### config.mk
export PLATFORM = sky130hd
export DESIGN_NAME = nes_mapper48_bank_irq
export DESIGN_NICKNAME = d
export VERILOG_FILES = /design/src/mb48_pkg.sv /design/src/nes_mapper48_bank_irq.sv /design/src/mb48_front.sv /design/src/mb48_cmd_fifo.sv /design/src/mb48_back.sv
export SDC_FILE = /design/constraint.sdc
export NUM_CORES = 1
export LEC_CHECK = 0
export BUFFER_PORTS_ARGS = -buffer_cell sky130_fd_sc_hd__clkbuf_2
export CELL_PAD_IN_SITES_DETAIL_PLACEMENT = 1
export CELL_PAD_IN_SITES_GLOBAL_PLACEMENT = 1
export CORE_MARGIN = 8
export CORE_UTILIZATION = 50
export CTS_CLUSTER_DIAMETER = 80
export DETAILED_ROUTE_END_ITERATION = 8
export GPL_ROUTABILITY_DRIVEN = 0
export PLACE_DENSITY = 0.82
export SYNTH_ARGS = -nofsm -noshare
export SYNTH_HDL_FRONTEND = slang
export SYNTH_HIERARCHICAL = 1
export SYNTH_SLANG_ARGS = --single-unit
### constraint.sdc
create_clock -name clk -period 3.25 [get_ports clk]
set_input_delay 0.4875 -clock clk [delete_from_list [all_inputs] [get_ports clk]]
set_output_delay 0.4875 -clock clk [all_outputs]
set_load 0.05 [all_outputs]
### src/mb48_pkg.sv
// Shared types and constants for the mapper 48 bank and IRQ controller.
// Used by the front classifier, the command queue, the back end and the top level.
`default_nettype none

package mb48_pkg;

    // Request types on the input side.
    localparam logic [1:0] REQ_CPU_WRITE = 2'd0;
    localparam logic [1:0] REQ_TICK      = 2'd1;
    localparam logic [1:0] REQ_PRG       = 2'd2;
    localparam logic [1:0] REQ_CHR       = 2'd3;

    // Configuration register indexes.
    localparam logic CFG_PRG_MASK = 1'b0;
    localparam logic CFG_CHR_MASK = 1'b1;

    localparam logic [7:0] PRG_MASK_RESET = 8'hFF;
    localparam logic [8:0] CHR_MASK_RESET = 9'h1FF;

    // Register groups selected by CPU address bits 15:13.
    localparam logic [2:0] GRP_8000 = 3'b100;
    localparam logic [2:0] GRP_A000 = 3'b101;
    localparam logic [2:0] GRP_C000 = 3'b110;
    localparam logic [2:0] GRP_E000 = 3'b111;

    // Register selects within the 0xC000 group (address bits 1:0).
    localparam logic [1:0] SUB_LATCH   = 2'd0;
    localparam logic [1:0] SUB_RELOAD  = 2'd1;
    localparam logic [1:0] SUB_ENABLE  = 2'd2;
    localparam logic [1:0] SUB_DISABLE = 2'd3;

    // First of the four 1KB CHR bank registers.
    localparam logic [2:0] CHR_1K_BASE = 3'd2;

    // Upper seven bits of the fixed PRG bank number for the last 16KB.
    localparam logic [6:0] PRG_FIXED_HI = 7'h7F;

    // Counter value that raises the IRQ.
    localparam logic [8:0] IRQ_FIRE = 9'h100;

    localparam int CMD_FIFO_DEPTH = 4;

    typedef enum logic [3:0] {
        CMD_NOP,
        CMD_PRG_BANK,
        CMD_CHR_BANK,
        CMD_IRQ_LATCH,
        CMD_IRQ_RELOAD,
        CMD_IRQ_ENABLE,
        CMD_IRQ_DISABLE,
        CMD_MIRROR,
        CMD_TICK,
        CMD_PRG_SW,
        CMD_PRG_FIX,
        CMD_CHR_2K,
        CMD_CHR_1K
    } mb48_kind_t;

    // One classified word as it travels from the front to the back.
    typedef struct packed {
        mb48_kind_t  kind;
        logic [2:0]  sel;     // bank register or slot index
        logic        low;     // low bank bit for 2KB CHR windows
        logic [12:0] offset;  // byte offset within the window
        logic [7:0]  data;    // CPU write data
    } mb48_cmd_t;

    typedef struct packed {
        logic [20:0] rom_addr;
        logic        addr_hit;
        logic        mirror_vertical;
        logic        irq_line;
    } mb48_result_t;

endpackage

`default_nettype wire

### src/nes_mapper48_bank_irq.sv
// Mapper 48 bank switching and scanline IRQ controller, top level.
// A pushed word is written into the command queue, then into the result register.
// Throughput: one word per cycle in and out while full is low and results are popped;
// the command queue and the result register let push and pop stall independently.
// Reset (rst_n, asynchronous, active low): banks, mirroring and IRQ state clear to
// zero, both bank masks to all ones, queue and result register empty.
`default_nettype none

module nes_mapper48_bank_irq
    import mb48_pkg::*;
#(
    parameter int FIFO_DEPTH = CMD_FIFO_DEPTH
)
(
    input  wire logic        clk,
    input  wire logic        rst_n,
    // Configuration write port: index 0 is the PRG mask, index 1 the CHR mask.
    input  wire logic        cfg_we,
    input  wire logic        cfg_index,
    input  wire logic [8:0]  cfg_data,
    // Request side.
    input  wire logic        push,
    output logic             full,
    input  wire logic [1:0]  req_type,
    input  wire logic [15:0] addr,
    input  wire logic [7:0]  data,
    // Result side.
    output logic             empty,
    input  wire logic        pop,
    output logic [20:0]      rom_addr,
    output logic             addr_hit,
    output logic             mirror_vertical,
    output logic             irq_line
);

    // The front decodes each request word into a command: register writes are
    // split by address bits 15:13 and 1:0, and translate requests are checked
    // against their window and reduced to a bank slot plus an offset.
    mb48_cmd_t    front_cmd;
    mb48_cmd_t    queue_cmd;
    logic         queue_valid;
    logic         queue_take;
    logic         res_valid;
    mb48_result_t res;

    mb48_front u_front
    (
        .req_type (req_type),
        .addr     (addr),
        .data     (data),
        .cmd      (front_cmd)
    );

    // A word is accepted whenever the queue has room; the queue decouples the
    // front from the back so a stalled result side does not block the input
    // until the queue fills.
    mb48_cmd_fifo #(
        .DEPTH (FIFO_DEPTH)
    ) u_queue
    (
        .clk    (clk),
        .rst_n  (rst_n),
        .wr_en  (push && !full),
        .wr_cmd (front_cmd),
        .full   (full),
        .rd_en  (queue_take),
        .rd_cmd (queue_cmd),
        .valid  (queue_valid)
    );

    // The back takes the oldest command whenever its result register is free
    // or is being emptied in the same cycle, so commands leave in order and
    // each state update is seen by the result of its own word.
    mb48_back u_back
    (
        .clk       (clk),
        .rst_n     (rst_n),
        .cfg_we    (cfg_we),
        .cfg_index (cfg_index),
        .cfg_data  (cfg_data),
        .cmd_valid (queue_valid),
        .cmd       (queue_cmd),
        .cmd_take  (queue_take),
        .res_take  (pop && !empty),
        .res_valid (res_valid),
        .res       (res)
    );

    assign empty           = !res_valid;
    assign rom_addr        = res.rom_addr;
    assign addr_hit        = res.addr_hit;
    assign mirror_vertical = res.mirror_vertical;
    assign irq_line        = res.irq_line;

endmodule

`default_nettype wire

### src/mb48_front.sv
// Front classifier: turns one request word into a decoded command.
// Depends on mb48_pkg for the command type and decode constants.
`default_nettype none

module mb48_front
    import mb48_pkg::*;
(
    input  wire logic [1:0]  req_type,
    input  wire logic [15:0] addr,
    input  wire logic [7:0]  data,
    output mb48_cmd_t        cmd
);

    always_comb
    begin
        cmd.kind   = CMD_NOP;
        cmd.sel    = 3'd0;
        cmd.low    = 1'b0;
        cmd.offset = addr[12:0];
        cmd.data   = data;
        case (req_type)
            REQ_CPU_WRITE:
            begin
                case (addr[15:13])
                    GRP_8000:
                    begin
                        cmd.kind = addr[1] ? CMD_CHR_BANK : CMD_PRG_BANK;
                        cmd.sel  = {2'b00, addr[0]};
                    end
                    GRP_A000:
                    begin
                        cmd.kind = CMD_CHR_BANK;
                        cmd.sel  = CHR_1K_BASE + {1'b0, addr[1:0]};
                    end
                    GRP_C000:
                    begin
                        case (addr[1:0])
                            SUB_LATCH:   cmd.kind = CMD_IRQ_LATCH;
                            SUB_RELOAD:  cmd.kind = CMD_IRQ_RELOAD;
                            SUB_ENABLE:  cmd.kind = CMD_IRQ_ENABLE;
                            SUB_DISABLE: cmd.kind = CMD_IRQ_DISABLE;
                            default:     cmd.kind = CMD_NOP;
                        endcase
                    end
                    GRP_E000:
                    begin
                        if (addr[1:0] == 2'b00)
                        begin
                            cmd.kind = CMD_MIRROR;
                        end
                    end
                    default:
                    begin
                        cmd.kind = CMD_NOP;
                    end
                endcase
            end
            REQ_TICK:
            begin
                cmd.kind = CMD_TICK;
            end
            REQ_PRG:
            begin
                if (addr[15])
                begin
                    cmd.kind = addr[14] ? CMD_PRG_FIX : CMD_PRG_SW;
                    cmd.sel  = {2'b00, addr[13]};
                end
            end
            REQ_CHR:
            begin
                if (addr[15:13] == 3'b000)
                begin
                    if (addr[12])
                    begin
                        cmd.kind = CMD_CHR_1K;
                        cmd.sel  = CHR_1K_BASE + {1'b0, addr[11:10]};
                    end
                    else
                    begin
                        cmd.kind = CMD_CHR_2K;
                        cmd.sel  = {2'b00, addr[11]};
                        cmd.low  = addr[10];
                    end
                end
            end
            default:
            begin
                cmd.kind = CMD_NOP;
            end
        endcase
    end

endmodule

`default_nettype wire

### src/mb48_cmd_fifo.sv
// Short command queue between the front classifier and the back end.
// Depends on mb48_pkg for the command type and the default depth.
`default_nettype none

module mb48_cmd_fifo
    import mb48_pkg::*;
#(
    parameter int DEPTH = CMD_FIFO_DEPTH
)
(
    input  wire logic      clk,
    input  wire logic      rst_n,
    input  wire logic      wr_en,
    input  wire mb48_cmd_t wr_cmd,
    output logic           full,
    input  wire logic      rd_en,
    output mb48_cmd_t      rd_cmd,
    output logic           valid
);

    localparam int PW = (DEPTH > 1) ? $clog2(DEPTH) : 1;
    localparam int CW = $clog2(DEPTH + 1);

    mb48_cmd_t         mem_reg [DEPTH];
    logic [PW-1:0]     wr_ptr_reg, wr_ptr_next;
    logic [PW-1:0]     rd_ptr_reg, rd_ptr_next;
    logic [CW-1:0]     count_reg, count_next;

    always_comb
    begin
        wr_ptr_next = wr_ptr_reg;
        rd_ptr_next = rd_ptr_reg;
        if (wr_en)
        begin
            wr_ptr_next = (wr_ptr_reg == PW'(DEPTH - 1)) ? '0 : wr_ptr_reg + PW'(1);
        end
        if (rd_en)
        begin
            rd_ptr_next = (rd_ptr_reg == PW'(DEPTH - 1)) ? '0 : rd_ptr_reg + PW'(1);
        end
        case ({wr_en, rd_en})
            2'b10:   count_next = count_reg + CW'(1);
            2'b01:   count_next = count_reg - CW'(1);
            default: count_next = count_reg;
        endcase
    end

    always_ff @(posedge clk or negedge rst_n)
    begin
        if (!rst_n)
        begin
            wr_ptr_reg <= '0;
            rd_ptr_reg <= '0;
            count_reg  <= '0;
        end
        else
        begin
            wr_ptr_reg <= wr_ptr_next;
            rd_ptr_reg <= rd_ptr_next;
            count_reg  <= count_next;
        end
    end

    always_ff @(posedge clk)
    begin
        if (wr_en)
        begin
            mem_reg[wr_ptr_reg] <= wr_cmd;
        end
    end

    assign rd_cmd = mem_reg[rd_ptr_reg];
    assign full   = (count_reg == CW'(DEPTH));
    assign valid  = (count_reg != '0);

endmodule

`default_nettype wire

### src/mb48_back.sv
// Back end: holds the bank, mirroring and IRQ state, executes commands and
// registers one result word. Depends on mb48_pkg for command and result types.
`default_nettype none

module mb48_back
    import mb48_pkg::*;
(
    input  wire logic       clk,
    input  wire logic       rst_n,
    input  wire logic       cfg_we,
    input  wire logic       cfg_index,
    input  wire logic [8:0] cfg_data,
    input  wire logic       cmd_valid,
    input  wire mb48_cmd_t  cmd,
    output logic            cmd_take,
    input  wire logic       res_take,
    output logic            res_valid,
    output mb48_result_t    res
);

    logic [7:0]   prg_mask_reg;
    logic [8:0]   chr_mask_reg;
    logic [7:0]   prg_banks_reg [2];
    logic [7:0]   chr_banks_reg [6];
    logic         mirror_reg, mirror_next;
    logic [7:0]   irq_latch_reg, irq_latch_next;
    logic [8:0]   irq_counter_reg, irq_counter_next;
    logic         irq_enabled_reg, irq_enabled_next;
    logic         irq_pending_reg, irq_pending_next;
    logic         res_valid_reg, res_valid_next;
    mb48_result_t res_reg, res_next;

    logic [8:0]   cnt_inc;
    logic [7:0]   prg_bank;
    logic [8:0]   chr_bank;

    assign cmd_take = cmd_valid && (!res_valid_reg || res_take);
    assign cnt_inc  = irq_counter_reg + 9'd1;

    always_comb
    begin
        mirror_next      = mirror_reg;
        irq_latch_next   = irq_latch_reg;
        irq_counter_next = irq_counter_reg;
        irq_enabled_next = irq_enabled_reg;
        irq_pending_next = irq_pending_reg;
        case (cmd.kind)
            CMD_IRQ_LATCH:   irq_latch_next   = cmd.data;
            CMD_IRQ_RELOAD:  irq_counter_next = {1'b0, irq_latch_reg};
            CMD_IRQ_ENABLE:  irq_enabled_next = 1'b1;
            CMD_IRQ_DISABLE:
            begin
                irq_enabled_next = 1'b0;
                irq_pending_next = 1'b0;
            end
            CMD_MIRROR:      mirror_next      = cmd.data[6];
            CMD_TICK:
            begin
                if (irq_enabled_reg)
                begin
                    irq_counter_next = cnt_inc;
                    if (cnt_inc == IRQ_FIRE)
                    begin
                        irq_pending_next = 1'b1;
                        irq_enabled_next = 1'b0;
                    end
                end
            end
            default:
            begin
                mirror_next = mirror_reg;
            end
        endcase
    end

    always_comb
    begin
        if (cmd.kind == CMD_PRG_SW)
        begin
            prg_bank = prg_banks_reg[cmd.sel[0]] & prg_mask_reg;
        end
        else
        begin
            prg_bank = {PRG_FIXED_HI, cmd.sel[0]} & prg_mask_reg;
        end
        if (cmd.kind == CMD_CHR_2K)
        begin
            chr_bank = {chr_banks_reg[cmd.sel], cmd.low} & chr_mask_reg;
        end
        else
        begin
            chr_bank = {1'b0, chr_banks_reg[cmd.sel]} & chr_mask_reg;
        end

        res_next.rom_addr        = '0;
        res_next.addr_hit        = 1'b0;
        res_next.mirror_vertical = !mirror_next;
        res_next.irq_line        = irq_pending_next;
        case (cmd.kind)
            CMD_PRG_SW, CMD_PRG_FIX:
            begin
                res_next.rom_addr = {prg_bank, cmd.offset};
                res_next.addr_hit = 1'b1;
            end
            CMD_CHR_2K, CMD_CHR_1K:
            begin
                res_next.rom_addr = {2'b00, chr_bank, cmd.offset[9:0]};
                res_next.addr_hit = 1'b1;
            end
            default:
            begin
                res_next.addr_hit = 1'b0;
            end
        endcase

        if (cmd_take)
        begin
            res_valid_next = 1'b1;
        end
        else if (res_take)
        begin
            res_valid_next = 1'b0;
        end
        else
        begin
            res_valid_next = res_valid_reg;
        end
    end

    always_ff @(posedge clk or negedge rst_n)
    begin
        if (!rst_n)
        begin
            prg_mask_reg     <= PRG_MASK_RESET;
            chr_mask_reg     <= CHR_MASK_RESET;
            prg_banks_reg[0] <= '0;
            prg_banks_reg[1] <= '0;
            for (int i = 0; i < 6; i++)
            begin
                chr_banks_reg[i] <= '0;
            end
            mirror_reg       <= 1'b0;
            irq_latch_reg    <= '0;
            irq_counter_reg  <= '0;
            irq_enabled_reg  <= 1'b0;
            irq_pending_reg  <= 1'b0;
            res_valid_reg    <= 1'b0;
        end
        else
        begin
            if (cfg_we)
            begin
                if (cfg_index == CFG_PRG_MASK)
                begin
                    prg_mask_reg <= cfg_data[7:0];
                end
                else
                begin
                    chr_mask_reg <= cfg_data;
                end
            end
            res_valid_reg <= res_valid_next;
            if (cmd_take)
            begin
                if (cmd.kind == CMD_PRG_BANK)
                begin
                    prg_banks_reg[cmd.sel[0]] <= cmd.data;
                end
                if (cmd.kind == CMD_CHR_BANK)
                begin
                    chr_banks_reg[cmd.sel] <= cmd.data;
                end
                mirror_reg      <= mirror_next;
                irq_latch_reg   <= irq_latch_next;
                irq_counter_reg <= irq_counter_next;
                irq_enabled_reg <= irq_enabled_next;
                irq_pending_reg <= irq_pending_next;
            end
        end
    end

    always_ff @(posedge clk)
    begin
        if (cmd_take)
        begin
            res_reg <= res_next;
        end
    end

    assign res_valid = res_valid_reg;
    assign res       = res_reg;

endmodule

`default_nettype wire

## Word level (Yosys, flattened, before mapping)

Memories as Yosys holds them, arrays and structs flattened.
Cells that the tools add are included.

- Output and inout bits: 26
- Memories kept: 1
- Memory bits (writable): 116
- Register bits after elaboration: 133
- Bits of input ports: 41

Memory list:

| memory | words | bits a word | rd ports | clocked after memory_dff | write ports | line | text |
|---|---|---|---|---|---|---|---|
| u_queue.mem_reg | 4 | 29 | 1 | 0 | 1 | mb48_cmd_fifo.sv:24 | `mb48_cmd_t mem_reg [DEPTH];` |

- Magnitude comparators: 4
- Eq/ne operators: 29
- Add/sub/neg operators: 7
- Bitwise gates (word level): 7
- Reduce and logical (&&, ||, !) cells: 27
- Multiplexer cells: 45

Operators with widths:

| cell | count |
|---|---|
| $mux W8 | 9 |
| $bwmux W48 | 1 |
| $pmux W4 S4 | 3 |
| $pmux W21 S2 | 1 |
| $bmux W8 S3 | 1 |
| $demux W8 S3 | 1 |
| $eq A4 B4 Y1 const B | 5 |
| $mux W9 | 2 |
| $pmux W9 S2 | 1 |
| $and A8 B8 Y8 | 2 |
| $bwmux W16 | 1 |
| $eq A4 B3 Y1 const B | 4 |
| $eq A3 B3 Y1 const B | 5 |
| $eq A2 B2 Y1 const B | 7 |
| $mux W1 | 12 |
| $pmux W3 S2 | 2 |
| $reduce_and A2 Y1 | 6 |
| $add A9 B1 Y9 const B | 1 |
| $and A8 B9 Y9 | 1 |
| $and A9 B9 Y9 | 1 |
| $eq A9 B9 Y1 const B | 1 |
| $pmux W3 S3 | 1 |
| $demux W8 S1 | 1 |
| $eq A4 B2 Y1 const B | 2 |
| other kinds (30) | 48 |

## Longest topological paths before layout

An unclocked memory read counts as a cell.

- Depth in word-level cells: 8
- Mapped depth: 10
- Gate-level depth less buffers: 10

## Hierarchy

Netlist, hierarchy kept.

By module, submodules not included:

| module | instances | cells each | sequential area each (um^2) | area an instance (um^2) |
|---|---|---|---|---|
| mb48_back | 1 | 462 | 3294.4 | 5888.1 |
| mb48_cmd_fifo | 1 | 190 | 3658.5 | 4603.2 |
| mb48_front | 1 | 57 | 0.0 | 422.9 |
| nes_mapper48_bank_irq | 1 | 3 | 0.0 | 23.8 |

## Least setup slack after synthesis

Ideal clock, no wire load.

- Path kind: input -> register
- Start: input pop
- End: register u_queue.count_reg[2]
- Path buffers: 0
- Arrival: 2.514 ns
- Setup time: 0.079 ns
- Path slack: 0.656 ns
- Stages on the path: 10
- Cells stage by stage: and2_1 > nand2b_2 > nand2_4 > inv_1 > ha_1 > inv_1 > fa_1 > xor2_1 > nor2_1 > xor2_1

- Longest elaborated chain between the ends: 5

RTL lines:

| element | line | text |
|---|---|---|
| start, declared | nes_mapper48_bank_irq.sv:29 | `input wire logic pop,` |
| $logic_and A1 B1 Y1 (*) | nes_mapper48_bank_irq.sv:84 | `.res_take (pop && !empty),` |
| $logic_or A1 B1 Y1 (*) | mb48_back.sv:37 | `assign cmd_take = cmd_valid && (!res_valid_reg \|\| res_take);` |
| $logic_and A1 B1 Y1 (*) | mb48_back.sv:37 |  |
| net queue_take | nes_mapper48_bank_irq.sv:42 | `logic queue_take;` |
| $eq A2 B1 Y1 / $eq A2 B2 Y1 (equally long branches) | mb48_cmd_fifo.sv:41 | `case ({wr_en, rd_en})` |
| $pmux W3 S2 / $reduce_bool A2 Y1 (equally long branches) | -- |  |
| end signal, assigned | mb48_cmd_fifo.sv:60 | `count_reg <= count_next;` |
| end, declared | mb48_cmd_fifo.sv:27 | `logic [CW-1:0] count_reg, count_next;` |

Mark *: on every way through the listed nets, which the timed path passes. The rest lies on a longest branch.
A chain may end at the register's enable or synchronous reset.

==> impl_metrics.json <==
{
  "cp_num_buf_inv": 1,
  "tns_ps": 0,
  "slew-limit-headroom": 0.3728,
  "cts-root-buf": "clkbuf_16",
  "worstPathCellList": "mux4_2 -> buf_4 -> nor2_1 -> and3_1 -> mux2_2",
  "r2r_start": "u_queue/rd_ptr_reg[0]$_DFFE_PN0P_",
  "grt_pass1_vias": 7189,
  "ant_nets": 0,
  "io_buffers": 66,
  "fin_area_mm2": 0.01235,
  "fillCellCount": 2038,
  "die-height_um": 163.9,
  "cts.path.max_buffers": 3,
  "p_leak_uw": 0.004976,
  "skew_ps": 17.01,
  "globalRouteMet2Util": 0.3475,
  "reg2reg_to": "u_back/chr_banks_reg[12]$_DFFE_PN0P_",
  "maxCapViolCount": 0,
  "synth_cells": 712,
  "stdcell_count": 1073,
  "ys_types": 65,
  "wirelength_mm": 25.93,
  "drc": 0,
  "initial_core_util": 0.5059,
  "max_stage_delay_ps": 810,
  "syn_nets": 763,
  "antenna_found_initial": 0,
  "ys_seq_elements": 249,
  "first_pass_iters": 5,
  "placedCellCount": 1024,
  "grt.busiest_layer": "met2",
  "clkLatencyLatePin_ps": 550,
  "path_clk_slew_ps": 60,
  "cts_hold_buf": 0,
  "rr_worst_depth": 5,
  "path_max_fanout": 22,
  "ioPinCount": 67,
  "numCtsBuffers": 27,
  "cts.sinks": 249,
  "cts_resized": 0,
  "fin_nets": 824,
  "core_mm2": 0.02162,
  "ff2ff_setup_slack_ps": 410,
  "num_rows": 54,
  "cts_max_level": 1,
  "drt_iter0_markers": 430,
  "ir_worst_vdd_mv": 0.5558,
  "worstPathArrival_ps": 3260,
  "fp.dieW_um": 163.9,
  "critPathLaunchType": "flop",
  "use_met1": 0.2484,
  "tritoncts": "built",
  "async_flop_share": 0.4378,
  "min_period_over_period": 0.8732,
  "cp.required_ps": 3670,
  "grt_pass1_wl_mm": 41.37,
  "dpl_worst_slack_ps": 464.0,
  "status": "finished clean",
  "post-cts-setup-buffers": 0,
  "mappedNetlistArea_mm2": 0.01094,
  "regArea_mm2": 0.006954,
  "hold_viol": 0,
  "area_delta_synth_final_pct": 12.88,
  "placement.cell_area_mm2": 0.01144,
  "routedWlPerCell_um": 24.16,
  "syn_area_per_cell_um2": 15.36,
  "largest_reg_flops": 116,
  "timing.final.crit_period_ps": 2838,
  "timing.final.ws_setup_ps": 412.0,
  "final-setup-viol-count": 0,
  "vias_per_cell": 5.929,
  "yosysWarningCount": 6,
  "hpwl_mm": 17.62,
  "synth_top_area_cell": "edfxtp_1",
  "worst_slew_pin_slew_ps": 934.2,
  "insertedDiodeCount": 0,
  "end_kind": "flop",
  "fmax_mhz": 352.4,
  "cp_slowest_cell": "mux4_2",
  "critPathKind": "reg -> reg",
  "design.die.area_mm2": 0.02686,
  "grt_setup_unrepaired": "no",
  "hold_ws_ps": 20.83,
  "synth-edff-count": 140,
  "synthTopCellsByArea": "edfxtp_1 38%, dfrtp_1 21%, mux2_2 9.7%, mux4_2 6.0%, dfstp_2 4.1%",
  "yosysTopAreaCellShare": 0.3844,
  "multi_input_area_mm2": 0.003578,
  "globalRouteOverflowTotal": 0,
  "yosysSeqAreaShare": 0.6357,
  "power_density_mw_per_mm2": 979.0,
  "grtUsageTotal": 0.1985,
  "synthFlopType": "edfxtp_1",
  "hold_path_class": "in -> async",
  "layout-drive-gt1-share": 0.3493,
  "dr_total_vias": 6362,
  "met3_usage": 0.03133,
  "slew_violations": 0,
  "grt_max_degree": 58,
  "cpLargestDelayFamily": "multiplexers"
}
[cell usage after synthesis, types with 2 or more instances]
cell type,count
a211oi_1,3
a21o_1,2
a21oi_1,26
a22o_1,2
a32o_1,4
a41o_1,2
and2_1,6
and3_1,17
and4b_1,2
buf_2,19
buf_4,22
buf_6,4
clkbuf_1,10
dfrtp_1,92
dfstp_2,17
edfxtp_1,140
ha_1,9
inv_1,17
mux2_2,94
mux2i_1,25
mux4_2,29
nand2_1,32
nand2b_1,11
nand3_1,19
nand3b_1,3
nand4_1,5
nor2_1,10
nor2b_1,6
nor3_1,2
nor3b_1,3
nor3b_4,2
o21ai_0,23
o221ai_1,2
o22ai_1,12
o2bb2ai_1,2
o31ai_1,3
or2b_1,2
or3_1,2
xnor2_1,2
xor2_1,4
[power breakdown]
group	internal [µW]	switching [µW]
Combinational	1490	2650
Clock	1900	1220
Sequential	4350	484
Total	7730	4350
[logic make-up after synthesis]
logic type,Yosys count,share of synthesized area
xor gates and xnor gates,6,0.004804
AOI/OAI and AO/OA,89,0.05136
DFF,249,0.6357
and+or+nand+nor,136,0.07607
adders and majority gates,10,0.01213
buffers and inverters,72,0.03718
muxes,150,0.1828
[metal layers]
layer,vias to the layer above,wire length [µm]
met5,-,0
met4,0,727
met3,52,1179
met2,160,13310
met1,3342,10720
li1,2808,-
[placed cells by master, fill, tap and decap left out, types with 19 or more instances in the layout]
cell       instances
mux2_2            94
mux4_2            29
o21ai_0           23
mux2i_1           25
dfrtp_1           91
clkbuf_16         27
a21oi_1           26
buf_4             22
edfxtp_1         140
nand3_1           19
nand2_1           32
clkbuf_2          65
[worst reg2reg max path, cell delays in order, from the launching register on]
cell     delay, ps
dfrtp_2        540
mux4_2         810
buf_4          270
nor2_1         180
and3_1         500
mux2_2         410
[final cells by class]
type	count	area share
multi-input combinational	391	0.2898
tap	280	0.02837
sequential	249	0.5632
clock buffer	35	0.05878
timing repair buffer	87	0.03972
inverter	17	0.005168
clock inverter	14	0.01490
[stage by stage]
stage               power (µW)    util
floorplan                 7745       -
global placement          8720  0.5290
detailed placement        9005  0.5290
CTS                      12180  0.5711
global route             12630  0.5711
finish                   12090  0.5711
[how the worst max path moves through the flow]
| stage | to | from | slack [ps] | cells after the start |
|---|---|---|---|---|
| global route | u_back/chr_banks_reg[28]$_DFFE_PN0P_ | u_queue/rd_ptr_reg[0]$_DFFE_PN0P_ | 270 | 5 |
| global placement | u_back/chr_banks_reg[29]$_DFFE_PN0P_ | u_queue/rd_ptr_reg[0]$_DFFE_PN0P_ | 530 | 5 |
| finish | u_back/chr_banks_reg[12]$_DFFE_PN0P_ | u_queue/rd_ptr_reg[0]$_DFFE_PN0P_ | 410 | 5 |
| detailed placement | u_back/chr_banks_reg[40]$_DFFE_PN0P_ | u_queue/rd_ptr_reg[0]$_DFFE_PN0P_ | 460 | 5 |
| floorplan | u_queue/count_reg[2]$_DFFE_PN0P_ | pop | 660 | 10 |
| CTS | u_back/chr_banks_reg[12]$_DFFE_PN0P_ | u_queue/rd_ptr_reg[0]$_DFFE_PN0P_ | 420 | 5 |
(Power assumes the default switching activity.)
